==> src/rtl/core/fpst_pkg.sv <==
// Shared constants, types and the quarter-wave table of the fixed-point sine block.
package fpst_pkg;

    localparam int Q_DEPTH = 8;
    localparam int Q_AW    = $clog2(Q_DEPTH);
    localparam int Q_CW    = $clog2(Q_DEPTH + 1);

    localparam int ANGLE_W = 32;
    localparam int SINE_W  = 12;
    localparam int AMP_W   = 11;
    localparam int FOLD_W  = 12;
    localparam int RED_W   = 14;
    localparam int SUM_W   = 26;
    localparam int QUO_W   = 12;
    localparam int IDX_W   = 6;
    localparam int FRAC_W  = 7;
    localparam int DIFF_W  = 7;
    localparam int NUM_W   = 14;

    localparam int TABLE_STEPS = 32;
    localparam int ANG_HALF_PI = 3200;
    localparam int ANG_PI      = 6399;
    localparam int ANG_TWO_PI  = 12799;
    localparam int ANG_STEP    = ANG_HALF_PI / TABLE_STEPS;

    localparam int WRAP_16     = (1 << 16) % ANG_TWO_PI;
    localparam int RECIP_SH    = 40;
    localparam longint RECIP   = (64'd1 << RECIP_SH) / ANG_TWO_PI;
    localparam int RECIP_W     = 27;
    localparam int STEP_SH     = 19;
    localparam int STEP_MUL    = ((1 << STEP_SH) + ANG_STEP - 1) / ANG_STEP;
    localparam int STEP_MUL_W  = 13;

    typedef struct packed {
        logic              neg;
        logic [FOLD_W-1:0] angle_fold;
    } fpst_mid_t;

    function automatic logic [AMP_W-1:0] quarter_wave(input logic [IDX_W-1:0] i);
        logic [AMP_W-1:0] v;
        unique case (i)
            6'd0:    v = 11'd0;
            6'd1:    v = 11'd100;
            6'd2:    v = 11'd200;
            6'd3:    v = 11'd299;
            6'd4:    v = 11'd397;
            6'd5:    v = 11'd495;
            6'd6:    v = 11'd591;
            6'd7:    v = 11'd686;
            6'd8:    v = 11'd780;
            6'd9:    v = 11'd871;
            6'd10:   v = 11'd960;
            6'd11:   v = 11'd1047;
            6'd12:   v = 11'd1132;
            6'd13:   v = 11'd1214;
            6'd14:   v = 11'd1292;
            6'd15:   v = 11'd1368;
            6'd16:   v = 11'd1440;
            6'd17:   v = 11'd1509;
            6'd18:   v = 11'd1575;
            6'd19:   v = 11'd1636;
            6'd20:   v = 11'd1694;
            6'd21:   v = 11'd1747;
            6'd22:   v = 11'd1797;
            6'd23:   v = 11'd1841;
            6'd24:   v = 11'd1882;
            6'd25:   v = 11'd1918;
            6'd26:   v = 11'd1949;
            6'd27:   v = 11'd1976;
            6'd28:   v = 11'd1998;
            6'd29:   v = 11'd2015;
            6'd30:   v = 11'd2027;
            6'd31:   v = 11'd2035;
            default: v = 11'd2037;
        endcase
        return v;
    endfunction

endpackage

==> src/rtl/core/fixed_point_sine_table_interp.sv <==
// Top level of the fixed-point sine block: front, middle queue, back and result queue.
//
// The block turns an angle in radians times 2037 into its sine times 2037.
// Input words are offered on angle with push; a word is taken at a clock edge
// where push is high and full is low. Results leave through a queue: while
// empty is low the oldest sine is on the sine port, and it is taken at an
// edge where pop is high.
// One word is taken per clock cycle, sustained, while full stays low. A taken
// word passes the six stages of modulo reduction and folding, a write into
// the middle queue, six stages of table lookup and interpolation, and a
// write into the result queue, after which it can leave; the back section
// takes it from the middle queue only while the result queue has room.
// Each section admits a word only while it holds a free place in the queue
// that follows it, so if the receiver stops popping, the result queue and
// then the middle queue fill and full rises; nothing is dropped.
// Reset empties both queues and clears all pipeline valid bits; the block
// takes words again as soon as reset is released.
module fixed_point_sine_table_interp
    import fpst_pkg::*;
(
    input  logic                      clk,
    input  logic                      rst_n,
    input  logic                      push,
    output logic                      full,
    input  logic signed [ANGLE_W-1:0] angle,
    output logic                      empty,
    input  logic                      pop,
    output logic signed [SINE_W-1:0]  sine
);

    fpst_mid_t           front_word;
    logic                front_push;
    logic                mid_empty;
    logic                mid_pop;
    fpst_mid_t           mid_word;
    logic                back_push;
    logic [SINE_W-1:0]   back_sine;
    logic [SINE_W-1:0]   out_word;
    logic                out_pop;

    assign out_pop = pop && !empty;

    fpst_front u_front (
        .clk      (clk),
        .rst_n    (rst_n),
        .push     (push),
        .angle    (angle),
        .full     (full),
        .mid_pop  (mid_pop),
        .mid_push (front_push),
        .mid_word (front_word)
    );

    fpst_fifo #(
        .WIDTH ($bits(fpst_mid_t))
    ) u_mid_fifo (
        .clk     (clk),
        .rst_n   (rst_n),
        .push    (front_push),
        .wr_data (front_word),
        .pop     (mid_pop),
        .empty   (mid_empty),
        .rd_data (mid_word)
    );

    fpst_back u_back (
        .clk       (clk),
        .rst_n     (rst_n),
        .mid_empty (mid_empty),
        .mid_word  (mid_word),
        .mid_pop   (mid_pop),
        .out_pop   (out_pop),
        .out_push  (back_push),
        .out_sine  (back_sine)
    );

    fpst_fifo #(
        .WIDTH (SINE_W)
    ) u_out_fifo (
        .clk     (clk),
        .rst_n   (rst_n),
        .push    (back_push),
        .wr_data (back_sine),
        .pop     (out_pop),
        .empty   (empty),
        .rd_data (out_word)
    );

    assign sine = out_word;

`ifndef SYNTH
    assert property (@(posedge clk) disable iff (!rst_n) mid_pop |-> !mid_empty)
        else $error("Back section took a word from an empty middle queue.");

    assert property (@(posedge clk) disable iff (!rst_n)
        !mid_empty |-> (mid_word.angle_fold <= FOLD_W'(ANG_HALF_PI)))
        else $error("Folded angle lies outside the first quadrant.");

    assert property (@(posedge clk) disable iff (!rst_n)
        !empty |-> ((sine <= 12'sd2037) && (sine >= -12'sd2037)))
        else $error("Sine result lies outside its range.");
`endif

endmodule

==> src/rtl/core/fpst_fifo.sv <==
// Small register queue used between the pipeline sections and at the output.
module fpst_fifo
    import fpst_pkg::*;
#(
    parameter int WIDTH = 13
)
(
    input  logic             clk,
    input  logic             rst_n,
    input  logic             push,
    input  logic [WIDTH-1:0] wr_data,
    input  logic             pop,
    output logic             empty,
    output logic [WIDTH-1:0] rd_data
);

    logic [WIDTH-1:0] mem_reg [Q_DEPTH];
    logic [Q_AW-1:0]  wr_ptr_reg;
    logic [Q_AW-1:0]  wr_ptr_next;
    logic [Q_AW-1:0]  rd_ptr_reg;
    logic [Q_AW-1:0]  rd_ptr_next;
    logic [Q_CW-1:0]  cnt_reg;
    logic [Q_CW-1:0]  cnt_next;
    logic             pop_ok;

    assign empty   = (cnt_reg == '0);
    assign rd_data = mem_reg[rd_ptr_reg];
    assign pop_ok  = pop && !empty;

    always_comb
    begin
        wr_ptr_next = push ? wr_ptr_reg + Q_AW'(1) : wr_ptr_reg;
        rd_ptr_next = pop_ok ? rd_ptr_reg + Q_AW'(1) : rd_ptr_reg;
        cnt_next    = cnt_reg + Q_CW'(push) - Q_CW'(pop_ok);
    end

    always_ff @(posedge clk or negedge rst_n)
    begin
        if (!rst_n)
        begin
            wr_ptr_reg <= '0;
            rd_ptr_reg <= '0;
            cnt_reg    <= '0;
        end
        else
        begin
            wr_ptr_reg <= wr_ptr_next;
            rd_ptr_reg <= rd_ptr_next;
            cnt_reg    <= cnt_next;
        end
    end

    always_ff @(posedge clk)
    begin
        if (push)
        begin
            mem_reg[wr_ptr_reg] <= wr_data;
        end
    end

endmodule

==> src/rtl/core/fpst_front.sv <==
// Front section: takes the angle magnitude, reduces it modulo two pi and folds it.
module fpst_front
    import fpst_pkg::*;
(
    input  logic                      clk,
    input  logic                      rst_n,
    input  logic                      push,
    input  logic signed [ANGLE_W-1:0] angle,
    output logic                      full,
    input  logic                      mid_pop,
    output logic                      mid_push,
    output fpst_mid_t                 mid_word
);

    localparam int STAGES = 6;

    logic [STAGES-1:0] vld_reg;
    logic [Q_CW-1:0]   credit_reg;
    logic [Q_CW-1:0]   credit_next;
    logic              admit;

    logic [ANGLE_W-1:0] angle_u;
    logic [ANGLE_W-1:0] mag;
    logic [SUM_W:0]     sum_full;
    logic [SUM_W+RECIP_W-1:0] prod;
    logic [SUM_W-1:0]   qm;
    logic [SUM_W-1:0]   diff;
    logic [RED_W-1:0]   red;
    logic [RED_W-1:0]   half;
    logic               flip;
    logic [FOLD_W-1:0]  fold;

    logic [ANGLE_W-1:0] mag1_reg;
    logic               neg1_reg;
    logic [SUM_W-1:0]   t2_reg;
    logic               neg2_reg;
    logic [QUO_W-1:0]   q3_reg;
    logic [SUM_W-1:0]   t3_reg;
    logic               neg3_reg;
    logic [SUM_W-1:0]   qm4_reg;
    logic [SUM_W-1:0]   t4_reg;
    logic               neg4_reg;
    logic [RED_W-1:0]   r5_reg;
    logic               neg5_reg;
    logic [FOLD_W-1:0]  x6_reg;
    logic               neg6_reg;

    assign full        = (credit_reg == Q_CW'(Q_DEPTH));
    assign admit       = push && !full;
    assign credit_next = credit_reg + Q_CW'(admit) - Q_CW'(mid_pop);

    always_comb
    begin
        angle_u  = angle;
        mag      = angle_u[ANGLE_W-1] ? (32'd0 - angle_u) : angle_u;
        sum_full = {11'd0, mag1_reg[31:16]} * (SUM_W+1)'(WRAP_16)
                   + (SUM_W+1)'(mag1_reg[15:0]);
        prod     = {{RECIP_W{1'b0}}, t2_reg} * (SUM_W+RECIP_W)'(RECIP);
        qm       = {{(SUM_W-QUO_W){1'b0}}, q3_reg} * SUM_W'(ANG_TWO_PI);
        diff     = t4_reg - qm4_reg;
        red      = (diff >= SUM_W'(ANG_TWO_PI)) ? RED_W'(diff - SUM_W'(ANG_TWO_PI))
                                                 : RED_W'(diff);
        flip     = (r5_reg > RED_W'(ANG_PI));
        half     = flip ? (RED_W'(ANG_TWO_PI) - r5_reg) : r5_reg;
        fold     = (half > RED_W'(ANG_HALF_PI)) ? FOLD_W'(RED_W'(ANG_PI) - half)
                                                : FOLD_W'(half);
    end

    always_ff @(posedge clk or negedge rst_n)
    begin
        if (!rst_n)
        begin
            vld_reg    <= '0;
            credit_reg <= '0;
        end
        else
        begin
            vld_reg    <= {vld_reg[STAGES-2:0], admit};
            credit_reg <= credit_next;
        end
    end

    always_ff @(posedge clk)
    begin
        mag1_reg <= mag;
        neg1_reg <= angle_u[ANGLE_W-1];
        t2_reg   <= SUM_W'(sum_full);
        neg2_reg <= neg1_reg;
        q3_reg   <= prod[RECIP_SH +: QUO_W];
        t3_reg   <= t2_reg;
        neg3_reg <= neg2_reg;
        qm4_reg  <= qm;
        t4_reg   <= t3_reg;
        neg4_reg <= neg3_reg;
        r5_reg   <= red;
        neg5_reg <= neg4_reg;
        x6_reg   <= fold;
        neg6_reg <= neg5_reg ^ flip;
    end

    assign mid_push            = vld_reg[STAGES-1];
    assign mid_word.neg        = neg6_reg;
    assign mid_word.angle_fold = x6_reg;

endmodule

==> src/rtl/core/fpst_back.sv <==
// Back section: table lookup and rounded linear interpolation of the folded angle.
module fpst_back
    import fpst_pkg::*;
(
    input  logic                     clk,
    input  logic                     rst_n,
    input  logic                     mid_empty,
    input  fpst_mid_t                mid_word,
    output logic                     mid_pop,
    input  logic                     out_pop,
    output logic                     out_push,
    output logic signed [SINE_W-1:0] out_sine
);

    localparam int STAGES = 6;

    logic [STAGES-1:0] vld_reg;
    logic [Q_CW-1:0]   credit_reg;
    logic [Q_CW-1:0]   credit_next;

    logic [FOLD_W+STEP_MUL_W-1:0] p_idx;
    logic [FOLD_W-1:0]            step_base;
    logic [AMP_W-1:0]             y_lo;
    logic [AMP_W-1:0]             y_hi;
    logic [NUM_W+STEP_MUL_W-1:0]  p_num;
    logic [AMP_W-1:0]             y_mag;

    logic [IDX_W-1:0]  idx1_reg;
    logic [FOLD_W-1:0] x1_reg;
    logic              neg1_reg;
    logic [IDX_W-1:0]  idx2_reg;
    logic [FRAC_W-1:0] frac2_reg;
    logic              neg2_reg;
    logic [AMP_W-1:0]  y3_reg;
    logic [DIFF_W-1:0] d3_reg;
    logic [FRAC_W-1:0] frac3_reg;
    logic              neg3_reg;
    logic [NUM_W-1:0]  num4_reg;
    logic [AMP_W-1:0]  y4_reg;
    logic              neg4_reg;
    logic [FRAC_W-1:0] q5_reg;
    logic [AMP_W-1:0]  y5_reg;
    logic              neg5_reg;
    logic [SINE_W-1:0] sine6_reg;

    assign mid_pop     = !mid_empty && (credit_reg != Q_CW'(Q_DEPTH));
    assign credit_next = credit_reg + Q_CW'(mid_pop) - Q_CW'(out_pop);

    always_comb
    begin
        p_idx     = {{STEP_MUL_W{1'b0}}, mid_word.angle_fold}
                    * (FOLD_W+STEP_MUL_W)'(STEP_MUL);
        step_base = {{(FOLD_W-IDX_W){1'b0}}, idx1_reg} * FOLD_W'(ANG_STEP);
        y_lo      = quarter_wave(idx2_reg);
        y_hi      = quarter_wave(idx2_reg + IDX_W'(1));
        p_num     = {{STEP_MUL_W{1'b0}}, num4_reg} * (NUM_W+STEP_MUL_W)'(STEP_MUL);
        y_mag     = y5_reg + AMP_W'(q5_reg);
    end

    always_ff @(posedge clk or negedge rst_n)
    begin
        if (!rst_n)
        begin
            vld_reg    <= '0;
            credit_reg <= '0;
        end
        else
        begin
            vld_reg    <= {vld_reg[STAGES-2:0], mid_pop};
            credit_reg <= credit_next;
        end
    end

    always_ff @(posedge clk)
    begin
        idx1_reg  <= p_idx[STEP_SH +: IDX_W];
        x1_reg    <= mid_word.angle_fold;
        neg1_reg  <= mid_word.neg;
        idx2_reg  <= idx1_reg;
        frac2_reg <= FRAC_W'(x1_reg - step_base);
        neg2_reg  <= neg1_reg;
        y3_reg    <= y_lo;
        if (idx2_reg >= IDX_W'(TABLE_STEPS))
        begin
            d3_reg <= '0;
        end
        else
        begin
            d3_reg <= DIFF_W'(y_hi - y_lo);
        end
        frac3_reg <= frac2_reg;
        neg3_reg  <= neg2_reg;
        num4_reg  <= NUM_W'(ANG_STEP / 2)
                     + {{(NUM_W-FRAC_W){1'b0}}, frac3_reg} * {{(NUM_W-DIFF_W){1'b0}}, d3_reg};
        y4_reg    <= y3_reg;
        neg4_reg  <= neg3_reg;
        q5_reg    <= p_num[STEP_SH +: FRAC_W];
        y5_reg    <= y4_reg;
        neg5_reg  <= neg4_reg;
        sine6_reg <= neg5_reg ? (SINE_W'(0) - {1'b0, y_mag}) : {1'b0, y_mag};
    end

    assign out_push = vld_reg[STAGES-1];
    assign out_sine = sine6_reg;

endmodule
==> config.mk <==
export PLATFORM = sky130hd
export DESIGN_NAME = fixed_point_sine_table_interp
export DESIGN_NICKNAME = d
export VERILOG_FILES = /design/src/rtl/core/fpst_pkg.sv /design/src/rtl/core/fixed_point_sine_table_interp.sv /design/src/rtl/core/fpst_fifo.sv /design/src/rtl/core/fpst_front.sv /design/src/rtl/core/fpst_back.sv
export SDC_FILE = /design/constraint.sdc
export NUM_CORES = 2
export LEC_CHECK = 0
export ABC_AREA = 1
export ABC_CLOCK_PERIOD_IN_PS = 17000
export BUFFER_PORTS_ARGS = -buffer_cell sky130_fd_sc_hd__buf_2
export CORE_MARGIN = 10
export CORE_UTILIZATION = 55
export CTS_CLUSTER_DIAMETER = 30
export DETAILED_ROUTE_END_ITERATION = 12
export GPL_TIMING_DRIVEN = 1
export PLACE_DENSITY = 0.8
export SETUP_SLACK_MARGIN = 0.15
export SYNTH_ARGS = -nofsm -noshare
export SYNTH_HDL_FRONTEND = slang
export SYNTH_SLANG_ARGS = --single-unit
==> constraint.sdc <==
create_clock -name clk -period 17 [get_ports clk]
set_clock_uncertainty 0.1 [all_clocks]
set_input_delay 1.7 -clock clk [delete_from_list [all_inputs] [get_ports clk]]
set_output_delay 1.7 -clock clk [all_outputs]
set_load 0.01 [all_outputs]
======== Word level (Yosys, flattened, before mapping) ========
Memories as Yosys holds them, arrays and structs flattened. A register that Yosys moved wholly into a read port is not among the register bits.
Index checks and enable logic that the tools add are counted.
cells by class
  $add $sub $neg .......................... 24
  multiply operators ...................... 7
  $lt $le $gt $ge ......................... 4
  eq/ne operators ......................... 2
  mux-type cells .......................... 11
  bitwise operators ....................... 1
  reduce and logical (&&, ||, !) cells .... 10
operators by type and width
  operator                                                              count
  multiplier 26 x 27 -> 52 bit (second input constant)                  1
  subtractor 1 x 32 -> 32 bit (first input constant)                    1
  2-to-1 mux 31 bit                                                     1
  2-to-1 mux 14 bit                                                     2
  adder 26 x 16 -> 26 bit                                               1
  greater-or-equal comparator 26 x 14 -> 1 bit (second input constant)  1
  multiplier 12 x 14 -> 26 bit (second input constant)                  1
  multiplier 14 x 13 -> 26 bit (second input constant)                  1
  multiplier 16 x 11 -> 26 bit (second input constant)                  1
  subtractor 26 bit                                                     1
  multiplier 12 x 13 -> 25 bit (second input constant)                  1
  2-to-1 mux 11 bit                                                     2
  adder 4 x 1 -> 4 bit                                                  4
  subtractor 4 x 1 -> 4 bit                                             4
  adder 6 x 14 -> 14 bit (first input constant)                         1
  > comparator 14 x 12 -> 1 bit (second input constant)                 1
  > comparator 14 x 13 -> 1 bit (second input constant)                 1
  multiplier 7 x 7 -> 14 bit                                            1
  subtractor 14 bit (first input constant)                              1
  subtractor 14 bit (second input constant)                             1
  subtractor 7 bit                                                      2
  adder 3 x 1 -> 3 bit (second input constant)                          4
  2-to-1 mux 12 bit                                                     1
  subtractor 1 x 11 -> 12 bit (first input constant)                    1
  13 further kinds                                                      23
storage, ports and cells
  register bits ........................... 331
  RAM bits ................................ 200
  memory bits (read-only) ................. 704
  input bits .............................. 36
  output and inout bits ................... 14
  logic and storage cells ................. 106
  memories kept ........................... 4
memory list
  name                depth  bits a word  rd ports  clocked after memory_dff  write ports  line             RTL
  (no name shown)     32     11           1         1                         0            fpst_pkg.sv:41   unique case (i)
  (no name shown)     32     11           1         0                         0            fpst_pkg.sv:41
  u_mid_fifo.mem_reg  8      13           1         0                         1            fpst_fifo.sv:17  logic [WIDTH-1:0] mem_reg [Q_DEPTH];
  u_out_fifo.mem_reg  8      12           1         0                         1            fpst_fifo.sv:17

======== Depth between registers and ports, before layout ========
  depth in word-level cells ............... 5
  gate-level depth with buffers ........... 26
  mapped depth without buffers ............ 25

======== Hierarchy ========
A second synthesis with hierarchy kept.
unflattened totals
  cell total of the unflattened synthesis .. 5,518
  area total of the unflattened synthesis .. 48,251.3 µm²
modules (own cells, without submodules)
  module                         instances  cells each  area each (µm²)
  fpst_front                     1          2,892       24,821.3
  fpst_back                      1          1,629       13,549.2
  fpst_fifo at u_mid_fifo        1          515         5,134.9
  fpst_fifo at u_out_fifo        1          480         4,735.8
  fixed_point_sine_table_interp  1          2           10.0

======== Least setup slack after synthesis ========
Ideal clock, no wire load.
  path type ............................... flip-flop to flip-flop
  start ................................... register u_front.t2_reg[8]
  end ..................................... register u_front.q3_reg[10]
  library setup time ...................... 0.112 ns
  arrival time ............................ 5.599 ns
  data required time ...................... 16.788 ns
  setup slack ............................. 11.189 ns
  stages on the path, launching flop included .. 24
  clock period less this slack ............ 5.811 ns
  path through ............................ dfxtp_1 -> inv_1 -> fa_1 -> inv_1 -> fa_1 -> inv_1 -> fa_1 -> fa_1 -> inv_1 -> fa_1 -> fa_1 -> inv_1 -> fa_1 -> inv_1 -> ha_1 -> a21oi_1 -> o21ai_0 -> nand2_1 -> nand2_1 -> o21bai_1 -> a221oi_1 -> nand2_1 -> nand2_1 -> nand2_1
on the way
  longest elaborated chain between the ends .. 1
RTL lines
  what                          line              RTL
  from (decl)                   fpst_front.sv:35  logic [SUM_W-1:0] t2_reg;
  from (signal assigned)        fpst_front.sv:87  t2_reg <= SUM_W'(sum_full);
  multiplier 26 x 27 -> 52 bit  fpst_front.sv:58  prod = {{RECIP_W{1'b0}}, t2_reg} * (SUM_W+RECIP_W)'(RECIP);
  named net u_front.prod[50]    fpst_front.sv:25  logic [SUM_W+RECIP_W-1:0] prod;
  to (signal assigned)          fpst_front.sv:89  q3_reg <= prod[RECIP_SH +: QUO_W];
  to (decl)                     fpst_front.sv:37  logic [QUO_W-1:0] q3_reg;
The timed path passes the listed nets, and every way through them passes these cells.
A chain may end at the register's enable or synchronous reset.

======== Worst setup path in the final report ========
  start ................................... register u_front.t2_reg[6]
  end ..................................... register u_front.q3_reg[9]
Same word-level chain as after synthesis.

==> impl_metrics.tcl <==
set metrics [dict create \
    status "finished clean" \
    track_usage_pct 23.0 \
    ctsResizeCount 0 \
    ys.flop_type "dfxtp_1" \
    num_antenna_cells 0 \
    crit_required_ns 17.46 \
    yosys.area.top_type "ha_1" \
    layout_common_cells "1131 x inv_1, 756 x ha_1, 628 x nand2_1" \
    fin_ws_ns 10.31 \
    cts_setup_buffers 0 \
    cap_violations 0 \
    clkLatencyLatePin_ns 0.65 \
    largest_reg_flops 104 \
    finalSetupTns_ns 0 \
    gp_congestion 0.961 \
    cts_made_buffers 92 \
    path_max_fanout 12 \
    via_per_inst 5.32 \
    synth_top_area_share_pct 20.5 \
    fp.dieW_um 310 \
    route.detailed.drc 0 \
    routed_wl_mm 107 \
    max_slew_margin_pct 17.7 \
    syn_area_sq_um 46300 \
    die_h_um 310 \
    max_freq_mhz 149 \
    drv_slew 0 \
    synth_warnings 0 \
    worstSetupPathType "reg2reg" \
    drive_above_1_share_pct 5.62 \
    arrival_ns 7.14 \
    layout_commonest_cell "inv_1" \
    synth_area_leaders "ha_1 20%, fa_1 20%, dfxtp_1 13%" \
    post-route-cell-area_sq_um 51200 \
    final_cells 6291 \
    seqCellArea_sq_um 13100 \
    die_area_sq_um 96100 \
    multiInputGateArea_sq_um 28700 \
    synth-edff-count 200 \
    period_minus_slack_ns 6.69 \
    drt_iter0_drc 2112 \
    setup_violations 0 \
    grt_pass1_vias 34900 \
    fin_nets 6375 \
    syn_to_final_growth_pct 10.6 \
    avgSynthCellArea_sq_um 9.23 \
    clock_path_buffers 3 \
    grt_max_degree 55 \
    rows 106 \
    grt-ovfl-total 0 \
    place_inst 6118 \
    cts_root_buf "clkbuf_16" \
    hp-class "reg2reg" \
    hold_buffers 0 \
    hold_viol 0 \
    async_reset_ff_share_pct 7.38 \
    dpl-instance-area_sq_um 47900 \
    htree_levels 3 \
    coreArea_sq_um 83600 \
    place_ws_ns 10.40 \
    vias 33500 \
    cp-start-kind "register" \
    grt_antenna_before_repair 1 \
    postSynthCellCount 5009 \
    wl_per_cell_um 17.1 \
    ios 50 \
    ys_seq_area_share_pct 28.2 \
    io_buffers 49 \
    grt_pass1_wl_mm 178 \
    syn_nets 6252 \
    rsz0062_at_grt "false" \
    hpwl_mm 85.8 \
    tightest_slew_ns 1.23 \
    worstSetupEndpointType "register" \
    detail-route-antenna-nets 0 \
    ys_ff_latch 542 \
    synth.distinct_cells 53 \
    clock_sinks 542 \
    start_util_pct 55.4 \
    cts_tree "built" \
    nFillCells 6686 \
    period_share_pct 39.3 \
    clk_pin_slew_ns 0.06 \
    drt_pre_antenna_iters 5 \
]
## critical path, cell delays in order, from the launching register on
cell and delay [ns]:
dfxtp_1 0.88, fa_1 0.59, fa_1 0.51, inv_1 0.05, fa_1 0.47, inv_1 0.05, fa_1 0.53, fa_1 0.47
fa_1 0.55, inv_1 0.05, fa_1 0.59, inv_1 0.06, ha_1 0.32, a21oi_1 0.21, o21ai_0 0.17, a21oi_1 0.15
o21ai_0 0.15, nand2_1 0.09, nand3_1 0.14, a21oi_1 0.22, xor2_1 0.20
## routing by layer
metal / wire (um) / vias to the layer above / global-route usage [%]
met5: 0 / - / 0
li1: - / 16200 / -
met3: 5890 / 202 / 3.35
met4: 3380 / 0 / 7.36
met1: 45600 / 16100 / 29.6
met2: 52500 / 959 / 39.5
## per-stage QoR
stage                     util [%]  hold slack [ns]
after floorplan                  -            0.210
after global placement        57.3            0.210
after detailed placement      57.3            0.212
after CTS                     61.2            0.213
after global routing          61.2            0.213
final                         61.2            0.216
## synthesized netlist by cell type (all sizes together), types with 40 or more instances
cell type,n
xnor2,66
nor2,417
a21oi,203
nand3,138
ha,756
inv,1138
clkbuf,41
edfxtp,200
a31oi,42
dfxtp,302
dfrtp,40
fa,451
nand2,638
xor2,111
o21ai,240
## cell families (layout without fill, tap and decap cells)
group / after synthesis / after routing / synth area share [%]
compound gates: 592 / 592 / 7.07
xor+xnor: 177 / 177 / 3.38
buf+inv: 1191 / 1393 / 9.69
flops: 542 / 542 / 28.2
fa+ha+maj: 1207 / 1207 / 40.0
simple gates: 1300 / 1300 / 11.7
## cell type report
type,instances,share of cell area (%)
flip-flops and latches,542,25.5
multi-input cells,3276,56.1
well taps,1080,2.64
clock inverters,68,1.70
clock buffers,105,4.72
inverters,1141,8.37
repair buffers,79,0.920
## path summary, 6_finish.rpt
check | start | end | slack [ns] | cells after the start
worst max-delay path | u_front.t2_reg[6] | u_front.q3_reg[9] | 10.31 | 20
worst min-delay path | u_front.t3_reg[18] | u_front.t4_reg[18] | 0.22 | 0
worst max register to register | u_front.t2_reg[6] | u_front.q3_reg[9] | 10.31 | 20
worst min register to register | u_front.t3_reg[18] | u_front.t4_reg[18] | 0.22 | 0
max in group asynchronous | rst_n | u_back.credit_reg[0] | 15.08 | 1
min in group asynchronous | rst_n | u_out_fifo.cnt_reg[3] | 1.08 | 1
Power is not shown: default switching activity piles up to over one toggle a cycle in this logic, so the estimate is an artifact.
